`src/rtl/core/fmsls_pkg.sv`:
```
// fm seek lock scanner shared types, constants and codes
`timescale 1ns / 1ps

package fmsls_pkg;

    localparam int FREQ_W     = 14;
    localparam int DEV_W      = 12;
    localparam int SNR_W      = 4;
    localparam int RSSI_W     = 8;
    localparam int SLOT_W     = 5;
    localparam int SPACING_W  = 2;
    localparam int CFG_IDX_W  = 2;
    localparam int CFG_DATA_W = 8;

    localparam logic [SLOT_W-1:0] CHANNEL_SLOTS = 5'd20;

    localparam logic [FREQ_W-1:0] FREQ_MIN = 14'd6400;
    localparam logic [FREQ_W-1:0] FREQ_MAX = 14'd10800;

    localparam logic [DEV_W-1:0] DEV_BAND_LO = 12'd280;
    localparam logic [DEV_W-1:0] DEV_BAND_HI = 12'd3815;
    localparam logic [DEV_W-1:0] DEV_POS_MIN = 12'd20;
    localparam logic [DEV_W-1:0] DEV_NEG_MAX = 12'd4075;
    localparam int               DEV_SIGN    = 11;

    localparam logic [SPACING_W-1:0] SPACING_200K = 2'd0;
    localparam logic [SPACING_W-1:0] SPACING_100K = 2'd1;

    localparam logic [4:0] STEP_200K = 5'd20;
    localparam logic [4:0] STEP_100K = 5'd10;
    localparam logic [4:0] STEP_50K  = 5'd5;

    localparam logic [CFG_IDX_W-1:0] REG_SPACING_MODE   = 2'd0;
    localparam logic [CFG_IDX_W-1:0] REG_SNR_THRESHOLD  = 2'd1;
    localparam logic [CFG_IDX_W-1:0] REG_RSSI_THRESHOLD = 2'd2;
    localparam logic [CFG_IDX_W-1:0] REG_AUTO_SCAN      = 2'd3;

    localparam logic OP_START   = 1'b0;
    localparam logic OP_MEASURE = 1'b1;

    typedef struct packed {
        logic [SPACING_W-1:0] spacing_mode;
        logic [SNR_W-1:0]     snr_threshold;
        logic [RSSI_W-1:0]    rssi_threshold;
        logic                 auto_scan;
    } cfg_t;

    typedef struct packed {
        logic [FREQ_W-1:0] current_frequency;
        logic [FREQ_W-1:0] base_frequency;
        logic [DEV_W-1:0]  last_deviation;
        logic              step_down;
        logic              scanning;
        logic [SLOT_W-1:0] slot_position;
    } state_t;

    typedef struct packed {
        logic              opcode;
        logic [FREQ_W-1:0] start_freq;
        logic              direction;
        logic [SNR_W-1:0]  snr;
        logic [RSSI_W-1:0] rssi;
        logic              afc_railed;
        logic [DEV_W-1:0]  deviation;
    } item_t;

    typedef struct packed {
        logic [FREQ_W-1:0] tune_frequency;
        logic              locked;
        logic              store_valid;
        logic [SLOT_W-1:0] store_slot;
        logic              scan_active;
        logic              scan_done;
    } result_t;

endpackage

```
`src/rtl/core/fmsls_if.sv`:
```
// handshake channel interfaces for commands, results and configuration writes
`timescale 1ns / 1ps

interface fmsls_cmd_if;
    logic                          valid;
    logic                          ready;
    logic                          opcode;
    logic [fmsls_pkg::FREQ_W-1:0]  start_freq;
    logic                          direction;
    logic [fmsls_pkg::SNR_W-1:0]   snr;
    logic [fmsls_pkg::RSSI_W-1:0]  rssi;
    logic                          afc_railed;
    logic [fmsls_pkg::DEV_W-1:0]   deviation;

    modport source (output valid, opcode, start_freq, direction, snr, rssi, afc_railed,
                    deviation, input ready);
    modport sink (input valid, opcode, start_freq, direction, snr, rssi, afc_railed,
                  deviation, output ready);
endinterface

interface fmsls_res_if;
    logic                          valid;
    logic                          ready;
    logic [fmsls_pkg::FREQ_W-1:0]  tune_frequency;
    logic                          locked;
    logic                          store_valid;
    logic [fmsls_pkg::SLOT_W-1:0]  store_slot;
    logic                          scan_active;
    logic                          scan_done;

    modport source (output valid, tune_frequency, locked, store_valid, store_slot,
                    scan_active, scan_done, input ready);
    modport sink (input valid, tune_frequency, locked, store_valid, store_slot,
                  scan_active, scan_done, output ready);
endinterface

interface fmsls_cfg_if;
    logic                              valid;
    logic                              ready;
    logic [fmsls_pkg::CFG_IDX_W-1:0]   index;
    logic [fmsls_pkg::CFG_DATA_W-1:0]  data;

    modport source (output valid, index, data, input ready);
    modport sink (input valid, index, data, output ready);
endinterface

```
`src/rtl/core/fmsls_core.sv`:
```
// lock test, frequency stepping and scan control for one item
`timescale 1ns / 1ps

module fmsls_core (
    input  fmsls_pkg::cfg_t    cfg,
    input  fmsls_pkg::state_t  state,
    input  fmsls_pkg::item_t   item,
    output fmsls_pkg::state_t  state_next,
    output fmsls_pkg::result_t result
);

    logic [4:0]                   spacing;
    logic [fmsls_pkg::FREQ_W-1:0] step_src;
    logic                         step_dir;
    logic [fmsls_pkg::FREQ_W:0]   step_sum;
    logic                         step_borrow;
    logic [fmsls_pkg::FREQ_W-1:0] stepped;
    logic [fmsls_pkg::FREQ_W:0]   cur_plus;
    logic [fmsls_pkg::FREQ_W:0]   base_plus;
    logic                         dev_in_band;
    logic                         above_base_bad;
    logic                         below_base_bad;
    logic                         lock_ok;
    logic                         stop;
    logic [fmsls_pkg::SLOT_W-1:0] slot_inc;

    always_comb
    begin
        case (cfg.spacing_mode)
            fmsls_pkg::SPACING_200K: spacing = fmsls_pkg::STEP_200K;
            fmsls_pkg::SPACING_100K: spacing = fmsls_pkg::STEP_100K;
            default:                 spacing = fmsls_pkg::STEP_50K;
        endcase
    end

    // one shared stepper: start steps from start_freq, measurement from current
    assign step_src = (item.opcode == fmsls_pkg::OP_START) ? item.start_freq
                                                           : state.current_frequency;
    assign step_dir = (item.opcode == fmsls_pkg::OP_START) ? item.direction : state.step_down;

    always_comb
    begin
        step_borrow = step_dir && (step_src < {{(fmsls_pkg::FREQ_W-5){1'b0}}, spacing});
        if (step_dir)
        begin
            step_sum = {1'b0, step_src} - {{(fmsls_pkg::FREQ_W-4){1'b0}}, spacing};
        end
        else
        begin
            step_sum = {1'b0, step_src} + {{(fmsls_pkg::FREQ_W-4){1'b0}}, spacing};
        end
        // a step below zero shows up as a borrow and lands on the low edge
        if (step_borrow)
        begin
            stepped = fmsls_pkg::FREQ_MIN;
        end
        else if (step_sum < {1'b0, fmsls_pkg::FREQ_MIN})
        begin
            stepped = fmsls_pkg::FREQ_MAX;
        end
        else if (step_sum > {1'b0, fmsls_pkg::FREQ_MAX})
        begin
            stepped = fmsls_pkg::FREQ_MIN;
        end
        else
        begin
            stepped = step_sum[fmsls_pkg::FREQ_W-1:0];
        end
    end

    assign cur_plus  = {1'b0, state.current_frequency}
                     + {{(fmsls_pkg::FREQ_W-4){1'b0}}, spacing};
    assign base_plus = {1'b0, state.base_frequency}
                     + {{(fmsls_pkg::FREQ_W-4){1'b0}}, spacing};

    assign dev_in_band = (item.deviation >= fmsls_pkg::DEV_BAND_LO)
                      && (item.deviation <= fmsls_pkg::DEV_BAND_HI);

    // previous step's deviation must point toward the current frequency
    assign above_base_bad = (state.current_frequency > fmsls_pkg::FREQ_MIN)
                         && ({1'b0, state.current_frequency} == base_plus)
                         && (state.last_deviation[fmsls_pkg::DEV_SIGN]
                             || (state.last_deviation < fmsls_pkg::DEV_POS_MIN));
    assign below_base_bad = (state.current_frequency >= fmsls_pkg::FREQ_MIN)
                         && ({1'b0, state.base_frequency} == cur_plus)
                         && (!state.last_deviation[fmsls_pkg::DEV_SIGN]
                             || (state.last_deviation > fmsls_pkg::DEV_NEG_MAX));

    assign lock_ok = (item.snr > cfg.snr_threshold)
                  && !item.afc_railed
                  && (item.rssi >= cfg.rssi_threshold)
                  && !dev_in_band
                  && !above_base_bad
                  && !below_base_bad;

    assign slot_inc = state.slot_position + 1'b1;

    always_comb
    begin
        state_next = state;
        result     = '0;
        stop       = 1'b0;
        if (item.opcode == fmsls_pkg::OP_START)
        begin
            state_next.step_down         = item.direction;
            state_next.slot_position     = '0;
            state_next.scanning          = 1'b1;
            state_next.current_frequency = stepped;
        end
        else
        begin
            result.locked             = lock_ok;
            state_next.last_deviation = item.deviation;
            state_next.base_frequency = state.current_frequency;
            if (state.scanning)
            begin
                if (lock_ok)
                begin
                    if (!cfg.auto_scan)
                    begin
                        stop = 1'b1;
                    end
                    else
                    begin
                        if (state.slot_position < fmsls_pkg::CHANNEL_SLOTS)
                        begin
                            result.store_valid       = 1'b1;
                            result.store_slot        = state.slot_position;
                            state_next.slot_position = slot_inc;
                            if (slot_inc >= fmsls_pkg::CHANNEL_SLOTS)
                            begin
                                stop = 1'b1;
                            end
                        end
                        else
                        begin
                            stop = 1'b1;
                        end
                    end
                end
                if (!stop)
                begin
                    if (cfg.auto_scan && (state.current_frequency >= fmsls_pkg::FREQ_MAX))
                    begin
                        stop = 1'b1;
                    end
                    else
                    begin
                        state_next.current_frequency = stepped;
                    end
                end
                if (stop)
                begin
                    state_next.scanning = 1'b0;
                    result.scan_done    = 1'b1;
                end
            end
        end
        result.tune_frequency = state_next.current_frequency;
        result.scan_active    = state_next.scanning;
    end

endmodule

```
`src/rtl/core/fm_seek_lock_scanner.sv`:
```
// fm seek lock scanner top level: channel registers, scan state and config registers
`timescale 1ns / 1ps

// Takes one command per clock, back to back, while the res side does not stall,
// and returns one result per command. A command is held in the input register
// while the lock test, the frequency step and the scan decision are made against
// the scan state, and the result lands in the output register, which drives res
// valid, once that register is free or drains. The result register lets the next
// command be taken while a result still waits, so a stalled res side holds two
// commands, the waiting result and one in the input register, before cmd ready
// drops. Configuration writes take effect on the cycle after their transfer and
// are meant to be made while no command is in flight. Opcode 0 starts a scan one
// spacing away from start_freq; opcode 1 reports a measurement at the tuned
// frequency.
module fm_seek_lock_scanner (
    input  logic         clk,
    input  logic         rst_n,
    fmsls_cfg_if.sink    cfg,
    fmsls_cmd_if.sink    cmd,
    fmsls_res_if.source  res
);

    fmsls_pkg::cfg_t    cfg_reg;
    fmsls_pkg::state_t  state_reg;
    fmsls_pkg::state_t  state_next;
    fmsls_pkg::item_t   item_reg;
    fmsls_pkg::result_t result_reg;
    fmsls_pkg::result_t result_next;
    logic               item_valid_reg;
    logic               res_valid_reg;
    logic               advance;

    assign cfg.ready = 1'b1;

    always_ff @(posedge clk or negedge rst_n)
    begin
        if (!rst_n)
        begin
            cfg_reg.spacing_mode   <= fmsls_pkg::SPACING_200K;
            cfg_reg.snr_threshold  <= 4'd2;
            cfg_reg.rssi_threshold <= 8'd10;
            cfg_reg.auto_scan      <= 1'b0;
        end
        else if (cfg.valid)
        begin
            case (cfg.index)
                fmsls_pkg::REG_SPACING_MODE:
                    cfg_reg.spacing_mode <= cfg.data[fmsls_pkg::SPACING_W-1:0];
                fmsls_pkg::REG_SNR_THRESHOLD:
                    cfg_reg.snr_threshold <= cfg.data[fmsls_pkg::SNR_W-1:0];
                fmsls_pkg::REG_RSSI_THRESHOLD:
                    cfg_reg.rssi_threshold <= cfg.data[fmsls_pkg::RSSI_W-1:0];
                fmsls_pkg::REG_AUTO_SCAN:
                    cfg_reg.auto_scan <= cfg.data[0];
                default:
                    cfg_reg <= cfg_reg;
            endcase
        end
    end

    // item moves to the result register when that register is free or drains
    assign advance   = item_valid_reg && (!res_valid_reg || res.ready);
    assign cmd.ready = !item_valid_reg || advance;

    always_ff @(posedge clk or negedge rst_n)
    begin
        if (!rst_n)
        begin
            item_valid_reg <= 1'b0;
        end
        else if (cmd.ready)
        begin
            item_valid_reg <= cmd.valid;
        end
    end

    always_ff @(posedge clk)
    begin
        if (cmd.valid && cmd.ready)
        begin
            item_reg.opcode     <= cmd.opcode;
            item_reg.start_freq <= cmd.start_freq;
            item_reg.direction  <= cmd.direction;
            item_reg.snr        <= cmd.snr;
            item_reg.rssi       <= cmd.rssi;
            item_reg.afc_railed <= cmd.afc_railed;
            item_reg.deviation  <= cmd.deviation;
        end
    end

    fmsls_core u_core (
        .cfg        (cfg_reg),
        .state      (state_reg),
        .item       (item_reg),
        .state_next (state_next),
        .result     (result_next)
    );

    always_ff @(posedge clk or negedge rst_n)
    begin
        if (!rst_n)
        begin
            state_reg.current_frequency <= fmsls_pkg::FREQ_MIN;
            state_reg.base_frequency    <= '0;
            state_reg.last_deviation    <= '0;
            state_reg.step_down         <= 1'b0;
            state_reg.scanning          <= 1'b0;
            state_reg.slot_position     <= '0;
            res_valid_reg               <= 1'b0;
        end
        else
        begin
            if (advance)
            begin
                state_reg <= state_next;
            end
            if (advance)
            begin
                res_valid_reg <= 1'b1;
            end
            else if (res.ready)
            begin
                res_valid_reg <= 1'b0;
            end
        end
    end

    always_ff @(posedge clk)
    begin
        if (advance)
        begin
            result_reg <= result_next;
        end
    end

    assign res.valid          = res_valid_reg;
    assign res.tune_frequency = result_reg.tune_frequency;
    assign res.locked         = result_reg.locked;
    assign res.store_valid    = result_reg.store_valid;
    assign res.store_slot     = result_reg.store_slot;
    assign res.scan_active    = result_reg.scan_active;
    assign res.scan_done      = result_reg.scan_done;

`ifndef SYNTHESIS
    // the waiting result always reflects the scan state it left behind
    assert property (@(posedge clk) disable iff (!rst_n)
        res_valid_reg |-> (result_reg.tune_frequency == state_reg.current_frequency))
        else $error("result frequency differs from tuned frequency");

    assert property (@(posedge clk) disable iff (!rst_n)
        res_valid_reg |-> (result_reg.scan_active == state_reg.scanning))
        else $error("result scan_active differs from scan state");

    assert property (@(posedge clk) disable iff (!rst_n)
        (res_valid_reg && result_reg.store_valid)
            |-> (state_reg.slot_position == result_reg.store_slot + 5'd1))
        else $error("slot position did not follow the stored slot");

    assert property (@(posedge clk) disable iff (!rst_n)
        (state_reg.current_frequency >= fmsls_pkg::FREQ_MIN)
            && (state_reg.current_frequency <= fmsls_pkg::FREQ_MAX))
        else $error("tuned frequency left the band");

    assert property (@(posedge clk) disable iff (!rst_n)
        (res_valid_reg && result_reg.scan_done)
            |-> (!result_reg.scan_active && !state_reg.scanning))
        else $error("scan reported done while still active");
`endif

endmodule

```
`src/flat_wrapper.sv`:
```
// flat-port wrapper written by rule: the top's interface ports become plain ports
module fm_seek_lock_scanner_flat 
  (clk, rst_n, cfg_valid, cfg_index, cfg_data, cfg_ready, cmd_valid, cmd_opcode, cmd_start_freq, cmd_direction, cmd_snr, cmd_rssi, cmd_afc_railed, cmd_deviation, cmd_ready, res_valid, res_tune_frequency, res_locked, res_store_valid, res_store_slot, res_scan_active, res_scan_done, res_ready);
  fmsls_cfg_if cfg_i ();
  fmsls_cmd_if cmd_i ();
  fmsls_res_if res_i ();
  input  logic clk;
  input  logic rst_n;
  input wire logic [$bits(cfg_i.valid)-1:0] cfg_valid;
  input wire logic [$bits(cfg_i.index)-1:0] cfg_index;
  input wire logic [$bits(cfg_i.data)-1:0] cfg_data;
  output wire logic [$bits(cfg_i.ready)-1:0] cfg_ready;
  input wire logic [$bits(cmd_i.valid)-1:0] cmd_valid;
  input wire logic [$bits(cmd_i.opcode)-1:0] cmd_opcode;
  input wire logic [$bits(cmd_i.start_freq)-1:0] cmd_start_freq;
  input wire logic [$bits(cmd_i.direction)-1:0] cmd_direction;
  input wire logic [$bits(cmd_i.snr)-1:0] cmd_snr;
  input wire logic [$bits(cmd_i.rssi)-1:0] cmd_rssi;
  input wire logic [$bits(cmd_i.afc_railed)-1:0] cmd_afc_railed;
  input wire logic [$bits(cmd_i.deviation)-1:0] cmd_deviation;
  output wire logic [$bits(cmd_i.ready)-1:0] cmd_ready;
  output wire logic [$bits(res_i.valid)-1:0] res_valid;
  output wire logic [$bits(res_i.tune_frequency)-1:0] res_tune_frequency;
  output wire logic [$bits(res_i.locked)-1:0] res_locked;
  output wire logic [$bits(res_i.store_valid)-1:0] res_store_valid;
  output wire logic [$bits(res_i.store_slot)-1:0] res_store_slot;
  output wire logic [$bits(res_i.scan_active)-1:0] res_scan_active;
  output wire logic [$bits(res_i.scan_done)-1:0] res_scan_done;
  input wire logic [$bits(res_i.ready)-1:0] res_ready;
  assign cfg_i.valid = cfg_valid;
  assign cfg_i.index = cfg_index;
  assign cfg_i.data = cfg_data;
  assign cfg_ready = cfg_i.ready;
  assign cmd_i.valid = cmd_valid;
  assign cmd_i.opcode = cmd_opcode;
  assign cmd_i.start_freq = cmd_start_freq;
  assign cmd_i.direction = cmd_direction;
  assign cmd_i.snr = cmd_snr;
  assign cmd_i.rssi = cmd_rssi;
  assign cmd_i.afc_railed = cmd_afc_railed;
  assign cmd_i.deviation = cmd_deviation;
  assign cmd_ready = cmd_i.ready;
  assign res_valid = res_i.valid;
  assign res_tune_frequency = res_i.tune_frequency;
  assign res_locked = res_i.locked;
  assign res_store_valid = res_i.store_valid;
  assign res_store_slot = res_i.store_slot;
  assign res_scan_active = res_i.scan_active;
  assign res_scan_done = res_i.scan_done;
  assign res_i.ready = res_ready;
  fm_seek_lock_scanner u_core (.clk(clk), .rst_n(rst_n), .cfg(cfg_i), .cmd(cmd_i), .res(res_i));
endmodule
```
`config.mk`:
```
export PLATFORM = sky130hd
export DESIGN_NAME = fm_seek_lock_scanner_flat
export DESIGN_NICKNAME = d
export VERILOG_FILES = /design/src/rtl/core/fmsls_pkg.sv /design/src/rtl/core/fmsls_if.sv /design/src/rtl/core/fmsls_core.sv /design/src/rtl/core/fm_seek_lock_scanner.sv /design/src/flat_wrapper.sv
export SDC_FILE = /design/constraint.sdc
export NUM_CORES = 1
export LEC_CHECK = 0
export ABC_AREA = 1
export CELL_PAD_IN_SITES_DETAIL_PLACEMENT = 2
export CELL_PAD_IN_SITES_GLOBAL_PLACEMENT = 2
export CORE_ASPECT_RATIO = 1.1
export CORE_UTILIZATION = 34
export DETAILED_ROUTE_END_ITERATION = 6
export DONT_BUFFER_PORTS = 1
export GPL_TIMING_DRIVEN = 0
export PLACE_DENSITY = 0.86
export SYNTH_ARGS = -nofsm -noshare
export SYNTH_HDL_FRONTEND = slang
export SYNTH_SLANG_ARGS = --single-unit
```
`constraint.sdc`:
```
create_clock -name clk -period 3.25 [get_ports clk]
set_clock_uncertainty 0.15 [all_clocks]
set_input_delay 0.1625 -clock clk [delete_from_list [all_inputs] [get_ports clk]]
set_output_delay 0.1625 -clock clk [all_outputs]
set_load 0.05 [all_outputs]
```
==> results_dict.tcl, run 1 <==
set metrics [dict create \
    status "finished with violations" \
    violations "setup timing" \
    crit_arrival_ns 4.51 \
    synth.cell_area_sq_um 8030 \
    cp_num_buf_inv 3 \
    top_layer_used "met5" \
    leakage_nw 5.07 \
    antenna_found_initial 3 \
    async_reset_ff_share_pct 50.0 \
    clkPwrFrac_pct 18.3 \
    drt-pass1-iter-count 5 \
    cp-start-kind "register" \
    hold_slack_ns 0.0904 \
    power_frac_comb_pct 55.7 \
    cts_root_buf "clkbuf_16" \
    die_x_um 148 \
    syn-num-nets 1146 \
    path_delay_family "simple AND/OR/NAND/NOR gates" \
    path_clk_slew_ns 0.09 \
    irDropWorstVdd_mv 0.463 \
    synth_cell_types 50 \
    cp_cell_sequence "inv_1 -> o21ai_4 -> ha_4 -> buf_6 -> nor2_4 -> nand4_1 -> nand3_4 -> nand4_1 -> nand2_1 -> nand3_1 -> nand2_2 -> inv_2 -> a31oi_4 -> nand2_4 -> nand2_8 -> nand2_8 -> o21ai_4 -> nand3_2 -> nand2_2" \
    layout-drive-gt1-share_pct 30.7 \
    ant_nets 0 \
    port_buffers 0 \
    crit_slowest_cell "dfrtp_2" \
    setup_viol_count_final 45 \
    initial_core_util_pct 34.9 \
    cts_tree "done" \
    worst_pin_slew_ns 0.925 \
    layout_common_cells "259 x nand2_1, 119 x inv_1, 73 x nand2_2" \
    worstHoldPathType "primary input to asynchronous set/reset pin" \
    p_switching_mw 6.11 \
    wl_per_cell_um 35.2 \
    power.total_mw 11.2 \
    rows 58 \
    grt_overflow_total 0 \
    core_area_sq_um 23000 \
    viasPerCell 6.25 \
    fill_cells 2450 \
    rrSetupSlack_ns -1.05 \
    ys.flop_type "edfxtp_1" \
    post-place-ws_ns -0.951 \
    powerDensity_nw_per_um2 993 \
    ys_ff_latch 124 \
    dp_hpwl_mm 21.2 \
    met3_length_mm 4.62 \
    reg2reg_depth 19 \
    m1WireLength_mm 18.0 \
    wl_mm 53.1 \
    layout.cells.non_filler 1511 \
    grt_pass1_vias 9919 \
    routabilityCongestion 0.864 \
    timing.rr.end "u_core.state_reg[39]" \
    cts_sinks 124 \
    die-area_sq_um 24200 \
    vias 9450 \
    crit_fanout 7 \
    seqPwrFrac_pct 26.0 \
    dr_wl_met2_mm 25.0 \
    finalNetCount 1288 \
    n_antenna_cell 0 \
    grtUsageTotal_pct 37.3 \
    relSlewSlack_pct 38.3 \
    rsz0062_at_grt "yes" \
    grt_pass1_wl_mm 64.9 \
    clockBufferDepth 2 \
    avgSynthCellArea_sq_um 7.60 \
    fp.dieH_um 163 \
    power.internal_mw 5.05 \
    synthCells 1056 \
    ys_seq_area_share_pct 42.6 \
    hold_viol_final 0 \
    yosys_warnings 0 \
    final_common_cell "nand2_1" \
    htree_levels 4 \
    clk_latency_ns 0.48 \
    slew_violations 0 \
    synth_edf_count 62 \
    reg2reg_from "u_core.state_reg[37]" \
    io_pins 82 \
    drc_errors 0 \
    grt_max_degree 63 \
    maxCapViolCount 0 \
    max_stage_delay_ns 0.51 \
    worstPathRequired_ns 3.46 \
    drtIter0Drc 870 \
    finalCriticalPeriod_ns 4.30 \
    post-route-worst-setup-slack_ns -1.05 \
    numCtsBuffers 17 \
    timing.final.crit_share_pct 132 \
    clock.fmax_mhz 233 \
    end_kind "register" \
    dp.cells 1356 \
    largest_reg_flops 45 \
    path_class "register to register" \
    synthToLayoutAreaGrowth_pct 40.0 \
    swShare_pct 54.8 \
]
routing by layer:
layer	vias up	GRT usage [%]
li1	3683	-
met1	4710	39.5
met2	709	65.5
met3	342	8.55
met4	6	26.1
met5	-	0
power by group through the flow:
| stage | Sequential, mW | Combinational (mW) | Clock [mW] |
|---|---|---|---|
| 2_1_floorplan | 2.59 | 2.54 | 0 |
| 6_report | 2.90 | 6.21 | 2.04 |
| 3_5_place_dp | 2.72 | 3.55 | 0 |
| 3_3_place_gp | 2.68 | 3.31 | 0 |
| 5_1_grt | 2.90 | 6.38 | 2.08 |
| 4_1_cts | 2.74 | 4.34 | 1.92 |
cells in the mapped netlist (3+ instances only):
| cell type | count | area, sq um |
|---|---|---|
| nand2_1 | 346 | 1300 |
| nand3_2 | 7 | 70.1 |
| nand3b_1 | 8 | 60.1 |
| inv_2 | 7 | 26.3 |
| a31oi_1 | 3 | 18.8 |
| buf_4 | 3 | 22.5 |
| nor2_2 | 7 | 43.8 |
| clkbuf_1 | 15 | 56.3 |
| dfstp_2 | 6 | 158 |
| nand4_1 | 18 | 113 |
| nand2_2 | 11 | 68.8 |
| xor2_1 | 22 | 193 |
| nor3_1 | 9 | 45.0 |
| a21oi_1 | 24 | 120 |
| dfrtp_1 | 56 | 1400 |
| o21ai_0 | 58 | 290 |
| nor2_1 | 73 | 274 |
| buf_6 | 5 | 56.3 |
| nand3_1 | 94 | 470 |
| o21ai_2 | 9 | 78.8 |
| nor3_2 | 3 | 30.0 |
| ha_1 | 32 | 400 |
| inv_1 | 139 | 522 |
| buf_2 | 5 | 25.0 |
| edfxtp_1 | 62 | 1860 |
| nand2_4 | 5 | 56.3 |
layout make-up:
class | instances | area, sq um | share of cell area [%]
Timing Repair Buffer | 124 | 1150 | 10.2
Multi-Input combinational cell | 757 | 4920 | 43.8
Tap cell | 300 | 375 | 3.34
Clock inverter | 14 | 135 | 1.20
Buffer | 26 | 214 | 1.90
Clock buffer | 18 | 429 | 3.82
Sequential cell | 124 | 3420 | 30.5
Inverter | 148 | 588 | 5.23
worst reg2reg max path, stage by stage, from the launching register on:
cell,delay [ns]
dfrtp_2,0.51
inv_1,0.23
o21ai_4,0.29
ha_4,0.26
buf_6,0.16
nor2_4,0.11
nand4_1,0.25
nand3_4,0.23
nand4_1,0.13
nand2_1,0.18
nand3_1,0.24
nand2_2,0.23
inv_2,0.10
a31oi_4,0.21
nand2_4,0.11
nand2_8,0.14
nand2_8,0.11
o21ai_4,0.21
nand3_2,0.11
nand2_2,0.24
how the worst max path moves through the flow:
stage / start / end / slack, ns / cells past startpoint
finish: u_core.state_reg[37] / u_core.state_reg[39] / -1.05 / 19
global route: u_core.item_reg[40] / u_core.state_reg[39] / -1.03 / 26
CTS: u_core.item_reg[40] / u_core.res.tune_frequency[5] / -0.45 / 27
detailed placement: u_core.item_reg[40] / u_core.state_reg[36] / -0.95 / 23
global placement: u_core.item_reg[40] / u_core.res.tune_frequency[11] / -0.70 / 27
floorplan: u_core.item_reg[40] / u_core.res.tune_frequency[11] / -0.05 / 29
repair_timing:
item	CTS	global route
pin swaps	40	81
endpoints found under the hold margin	118	0
resized for setup	115	191
buffers inserted	27	39
setup endpoints to repair	63	56
gates cloned	0	2
hold buffers	57	0
per-stage QoR:
step	util (%)	area [sq um]	TNS (ns)
after floorplan	-	8050	-0.0521
after global placement	36.6	8430	-18.36
after detailed placement	36.6	8430	-26.50
after CTS	44.3	10200	-11.48
after global routing	48.9	11200	-35.46
final	48.9	11200	-34.74
cell families (layout without fill, tap and decap cells):
kind of cell    count (synthesis)  after routing  synth area share [%]
flops                         124            124                  42.6
other cells                     1              1                0.0467
xor+xnor                       24             24                  2.71
buf+inv                       176            330                  8.95
mux                             3              3                 0.405
compound gates                108            108                  7.83
simple gates                  586            587                  32.0
fa+ha+maj                      34             34                  5.49
Power figures use the tool's default switching activity.
==> run 2: changes to the inputs <==
--- a/config.mk
+++ b/config.mk
@@ -9,11 +9,12 @@
 export CELL_PAD_IN_SITES_DETAIL_PLACEMENT = 2
 export CELL_PAD_IN_SITES_GLOBAL_PLACEMENT = 2
 export CORE_ASPECT_RATIO = 1.1
-export CORE_UTILIZATION = 34
+export CORE_UTILIZATION = 38
 export DETAILED_ROUTE_END_ITERATION = 6
 export DONT_BUFFER_PORTS = 1
 export GPL_TIMING_DRIVEN = 0
-export PLACE_DENSITY = 0.86
+export PLACE_DENSITY = 0.9
+export SETUP_SLACK_MARGIN = 0.1
 export SYNTH_ARGS = -nofsm -noshare
 export SYNTH_HDL_FRONTEND = slang
 export SYNTH_SLANG_ARGS = --single-unit
==> constraint.sdc (replaced) <==
create_clock -name clk -period 4.3 [get_ports clk]
set_clock_uncertainty 0.15 [all_clocks]
set_input_delay 0.215 -clock clk [delete_from_list [all_inputs] [get_ports clk]]
set_output_delay 0.215 -clock clk [all_outputs]
set_load 0.05 [all_outputs]
==> run 2 against run 1 <==
  * Clock power fell by 26%
  * Critical path type unchanged
  * Combinational power is 38% lower
  * Power down 33%
  * Largest power group unchanged
  * Largest cell class unchanged
  * Hold slack worse by 0.052 ns
  * Setup slack better by 0.88 ns
  * Maximum frequency decreased by 3.9%
  * The run ends with DRC, setup timing left
  * Utilization decreased by 0.59 points
  * Global-route usage rose by 3.9 points
  * Sequential power is 26% lower
  * Wire length down 7.7%
  * Non-clock buffer count fell by 51
  * First-iteration DRC count decreased by 0.80%
==> results_dict.tcl, run 2 (synthesized netlist as in run 1, its figures left out) <==
set metrics [dict create \
    rrSetupSlack_ns -0.17 \
    clock.fmax_mhz 224 \
    grt_pass1_wl_mm 64.7 \
    port_buffers 0 \
    timing.rr.end "u_core.res.tune_frequency[4]" \
    slew_violations 0 \
    routabilityCongestion 0.853 \
    post-place-ws_ns -0.0571 \
    cts_tree "done" \
    drt-pass1-iter-count 7 \
    end_kind "register" \
    drtIter0Drc 863 \
    grt_overflow_total 0 \
    post-route-util_pct 48.3 \
    drc_errors 2 \
    crit_fanout 10 \
    worstHoldPathCells 2 \
    synthToLayoutAreaGrowth_pct 24.1 \
    largest_reg_flops 45 \
    wl_per_cell_um 34.6 \
    path_class "register to register" \
    irDropWorstVdd_mv 0.423 \
    maxCapViolCount 0 \
    worst_pin_slew_ns 0.961 \
    setup_viol_count_final 18 \
    cp-start-kind "register" \
    die_x_um 141 \
    layout_common_cells "318 x nand2_1, 134 x inv_1, 86 x nand3_1" \
    rows 55 \
    fp.dieH_um 154 \
    status "finished with violations" \
    finalCriticalPeriod_ns 4.47 \
    reg2reg_from "u_core.cfg_reg[14]" \
    hold_slack_ns 0.0381 \
    finalNetCount 1236 \
    htree_levels 4 \
    grt_max_degree 63 \
    worstHoldPathType "primary input to register" \
    final_common_cell "nand2_1" \
    ant_nets 0 \
    vias 9138 \
    powerDensity_nw_per_um2 753 \
    clockBufferDepth 2 \
    crit_start "u_core.cfg_reg[14]" \
    clk_latency_ns 0.48 \
    worstPathRequired_ns 4.36 \
    relSlewSlack_pct 35.9 \
    holdPathEnd "u_core.cfg_reg[12]" \
    layout-drive-gt1-share_pct 16.6 \
    violations "DRC, setup timing" \
    grt_pass1_vias 9851 \
    timing.final.crit_share_pct 104 \
    dp_hpwl_mm 22.7 \
    die-area_sq_um 21700 \
    io_pins 82 \
    hold_viol_final 0 \
    core_area_sq_um 20600 \
    worstHoldStart "cfg_valid" \
    numCtsBuffers 17 \
    cts_root_buf "clkbuf_16" \
    reg2reg_depth 21 \
    antenna_found_initial 1 \
    grtUsageTotal_pct 41.2 \
    leakage_nw 4.67 \
    post-route-worst-setup-slack_ns -0.174 \
    wl_mm 49.0 \
    crit_arrival_ns 4.53 \
    viasPerCell 6.45 \
    path_clk_slew_ns 0.08 \
    cts_sinks 124 \
    initial_core_util_pct 38.9 \
]
[run 2: cell count changes in the layout (fill, tap and decap cells not counted), sizes merged, moves of 2 or more]
cell,before,now
dlygate4sd3,56,54
buf,81,29
clkinv,7,5
diode,0,2
clkbuf,31,35
[run 2: where the power goes]
| group | total (mW) | switching [mW] | leakage [nW] | internal [mW] |
|---|---|---|---|---|
| registers | 2.16 | 0.572 | 1.36 | 1.59 |
| logic | 3.83 | 2.82 | 3.04 | 1.01 |
| clock network | 1.51 | 0.746 | 0.266 | 0.767 |
| total | 7.50 | 4.14 | 4.67 | 3.36 |
[run 2: area by class of cell]
cell class | count | area [sq um]
fill | 2263 | 10700
multi-input combinational | 756 | 4230
sequential | 124 | 3420
timing repair buffer | 71 | 688
inverter | 148 | 568
clock buffer | 19 | 443
tap | 256 | 320
buffer | 28 | 185
clock inverter | 13 | 106
antenna | 2 | 5.00
[run 2: timing repair]
| action | in CTS | in global routing |
|---|---|---|
| pin swaps | 2 | 16 |
| hold buffers | 55 | 0 |
| resized for setup | 23 | 79 |
| setup endpoints to repair | 28 | 39 |
| buffers inserted | 2 | 14 |
| hold endpoints to repair | 118 | 0 |
[run 2: stage by stage]
stage / area, sq um / cells / TNS (ns) / total power [mW]
floorplan: 8030 / 1056 / 0 / 3.86
global placement: 8350 / 1312 / 0 / 4.51
detailed placement: 8350 / 1312 / -0.0772 / 4.79
CTS: 9550 / 1401 / 0 / 6.58
global route: 9960 / 1416 / -0.741 / 7.63
finish: 9960 / 1417 / -1.37 / 7.50
[run 2: how the worst max path moves through the flow]
| stage | end | slack (ns) | cells past startpoint |
|---|---|---|---|
| 2_1_floorplan | u_core.res.tune_frequency[11] | 0.83 | 27 |
| 3_3_place_gp | u_core.res.tune_frequency[11] | 0.15 | 24 |
| 3_5_place_dp | u_core.res.tune_frequency[4] | -0.06 | 22 |
| 4_1_cts | u_core.state_reg[36] | 0.1 | 30 |
| 5_1_grt | u_core.state_reg[36] | -0.14 | 25 |
| 6_report | u_core.res.tune_frequency[4] | -0.17 | 21 |
[run 2: metal layers]
metal / up-vias / wire length (um) / track usage (%) / share of wire, %
li1: 3577 / - / - / -
met1: 4557 / 17500 / 43.9 / 36
met2: 696 / 23500 / 71.8 / 48
met3: 308 / 3500 / 9.10 / 7.1
met4: 0 / 4550 / 30.3 / 9.3
met5: - / 0 / 0 / 0
[run 2: critical path, cell delays in order, from the launching register on]
cell,delay (ns)
dfrtp_2,0.45
buf_4,0.18
nor2_4,0.22
ha_1,0.29
inv_1,0.10
o21ai_0,0.45
inv_1,0.16
nand2_1,0.14
nand2_1,0.12
nand2_2,0.18
nand3_1,0.13
nand2_1,0.13
nand2_1,0.07
nor2_1,0.19
nand4_1,0.20
nand3_2,0.20
nand3_4,0.16
nand2_8,0.14
buf_6,0.19
nand2_1,0.13
nand2_1,0.13
inv_1,0.08
==> run 3: changes to the inputs <==
--- a/config.mk
+++ b/config.mk
@@ -10,6 +10,7 @@
 export CELL_PAD_IN_SITES_GLOBAL_PLACEMENT = 2
 export CORE_ASPECT_RATIO = 1.1
 export CORE_UTILIZATION = 38
+export CTS_BUF_LIST = sky130_fd_sc_hd__clkbuf_8 sky130_fd_sc_hd__clkbuf_16
 export DETAILED_ROUTE_END_ITERATION = 6
 export DONT_BUFFER_PORTS = 1
 export GPL_TIMING_DRIVEN = 0
==> constraint.sdc (replaced) <==
create_clock -name clk -period 4.9 [get_ports clk]
set_clock_uncertainty 0.15 [all_clocks]
set_input_delay 0.245 -clock clk [delete_from_list [all_inputs] [get_ports clk]]
set_output_delay 0.245 -clock clk [all_outputs]
set_load 0.05 [all_outputs]
==> run 3 against run 2 <==
  * The run now ends clean
  * First-iteration DRC count down 23%
  * Sequential power down 13%
  * Largest power group unchanged
  * Cell count down 1.3%
  * Wire length down 12%
  * Power down 18%
  * Critical path type unchanged
  * Clock-buffer cell count down 1
  * Via count down 5.3%
  * Critical path depth up 3
==> results_dict.tcl, run 3 (synthesized netlist as in run 1, its figures left out) <==
set metrics [dict create \
    crit_fanout 10 \
    die_x_um 141 \
    initial_core_util_pct 38.9 \
    slew_violations 0 \
    setup_viol_count_final 0 \
    wl_per_cell_um 30.8 \
    synthToLayoutAreaGrowth_pct 18.2 \
    core_area_sq_um 20600 \
    powerDensity_nw_per_um2 647 \
    dp_hpwl_mm 22.7 \
    cts_sinks 124 \
    port_buffers 0 \
    drc_errors 0 \
    stdcell_area_sq_um 9490 \
    clk_latency_ns 0.48 \
    rrSetupSlack_ns 0.06 \
    clkPwrFrac_pct 21.4 \
    end_kind "register" \
    clock.fmax_mhz 207 \
    finalSetupTns_ns 0 \
    wl_mm 43.1 \
    ant_nets 0 \
    viasPerCell 6.19 \
    layout_common_cells "341 x nand2_1, 139 x inv_1, 93 x nand3_1" \
    layout-drive-gt1-share_pct 10.2 \
    path_clk_slew_ns 0.08 \
    final_common_cell "nand2_1" \
    worstPathRequired_ns 4.95 \
    grt_overflow_total 0 \
    worst_pin_slew_ns 0.947 \
    dp.cells 1312 \
    multi_input_area_sq_um 3910 \
    irDropWorstVdd_mv 0.318 \
    rows 55 \
    io_pins 82 \
    worstHoldPathType "primary input to register" \
    register_area_sq_um 3420 \
    grt_max_degree 63 \
    fill_cells 2311 \
    cp-start-kind "register" \
    largest_reg_flops 45 \
    grt_pass1_wl_mm 64.1 \
    finalCriticalPeriod_ns 4.84 \
    drt-pass1-iter-count 5 \
    leakage_nw 4.57 \
    cts_tree "done" \
    fp.dieH_um 154 \
    n_antenna_cell 0 \
    numCtsBuffers 17 \
    swShare_pct 54.0 \
    path_class "register to register" \
    antenna_found_initial 0 \
    layout.cells.non_filler 1399 \
    drtIter0Drc 665 \
    grt_pass1_vias 9816 \
    rsz0062_at_grt "yes" \
    hold_viol_final 0 \
    power_frac_comb_pct 48.0 \
    relSlewSlack_pct 36.8 \
    seqPwrFrac_pct 30.6 \
    placed_area_sq_um 8350 \
    maxCapViolCount 0 \
    post_cts_buffers 0 \
    p_switching_mw 3.32 \
    status "finished clean" \
    clockBufferDepth 2 \
    routabilityCongestion 0.853 \
    vias 8656 \
    timing.final.crit_share_pct 98.7 \
    cts_root_buf "clkbuf_16" \
    grtUsageTotal_pct 40.9 \
    crit_arrival_ns 4.89 \
    die-area_sq_um 21700 \
    hold_slack_ns 0.0299 \
    htree_levels 4 \
    power.internal_mw 2.82 \
    finalNetCount 1220 \
]
run 3: layout make-up:
class / count / area share (%)
Multi-Input combinational cell: 756 / 41.2
Sequential cell: 124 / 36.0
Timing Repair Buffer: 55 / 5.99
Inverter: 148 / 5.88
Clock buffer: 18 / 4.63
Tap cell: 256 / 3.38
Buffer: 28 / 1.71
Clock inverter: 14 / 1.16
run 3: power by group through the flow:
stage	Clock, mW	Sequential [mW]	Combinational, mW
floorplan	0	1.72	1.67
global placement	0	1.78	2.17
detailed placement	0	1.82	2.38
CTS	1.25	1.83	2.65
global route	1.33	1.88	3.09
finish	1.32	1.88	2.94
run 3: layer usage:
metal | track usage, % | vias to the layer above | part of all wire (%)
met5 | 0 | - | 0
met4 | 28.7 | 0 | 7.5
met3 | 7.46 | 212 | 5.8
met2 | 71.6 | 486 | 50
met1 | 44.9 | 4402 | 37
li1 | - | 3556 | -
run 3: final timing paths:
check / startpoint / to / depth (start not counted)
worst max register to register: u_core.cfg_reg[14] / u_core.res.tune_frequency[4] / 24
worst max-delay path: u_core.cfg_reg[14] / u_core.res.tune_frequency[4] / 24
worst min-delay path: cfg_valid / u_core.cfg_reg[9] / 2
max in group asynchronous: rst_n / u_core.state_reg[44] / 2
worst min register to register: u_core.cfg_reg[4] / u_core.cfg_reg[4] / 2
min in group asynchronous: rst_n / u_core.cfg_reg[14] / 2
run 3: what timing repair did:
action                                  4_1_cts  5_1_grt
gates resized for setup                       0       14
endpoints found under the hold margin       118        0
hold buffers                                 55        0
endpoints found under the setup margin        0       28
run 3: metrics by stage:
step | total power, mW | setup slack [ns] | utilization [%]
2_1_floorplan | 3.39 | 1.43 | -
3_3_place_gp | 3.95 | 0.753 | 40.4
3_5_place_dp | 4.20 | 0.543 | 40.4
4_1_cts | 5.73 | 0.159 | 45.8
5_1_grt | 6.30 | 0.0802 | 46.0
6_report | 6.14 | 0.0642 | 46.0
run 3: worst max-delay path: stages, from the launching register on:
cell and delay [ns]:
dfrtp_1 0.48, inv_2 0.18, nand2_4 0.21, nand2_1 0.18
and2_1 0.20, ha_1 0.21, inv_1 0.12, nand2_1 0.11
nand2_1 0.14, nand2_1 0.17, nand3_1 0.19, nand2_1 0.19
nand2_1 0.15, nand2_1 0.08, nand2_1 0.09, nand3_1 0.12
nor2_1 0.15, nand4_1 0.21, nand3_2 0.19, nand3_2 0.21
nand2_4 0.21, buf_6 0.20, nand2_1 0.16, nand2_1 0.13
inv_1 0.11
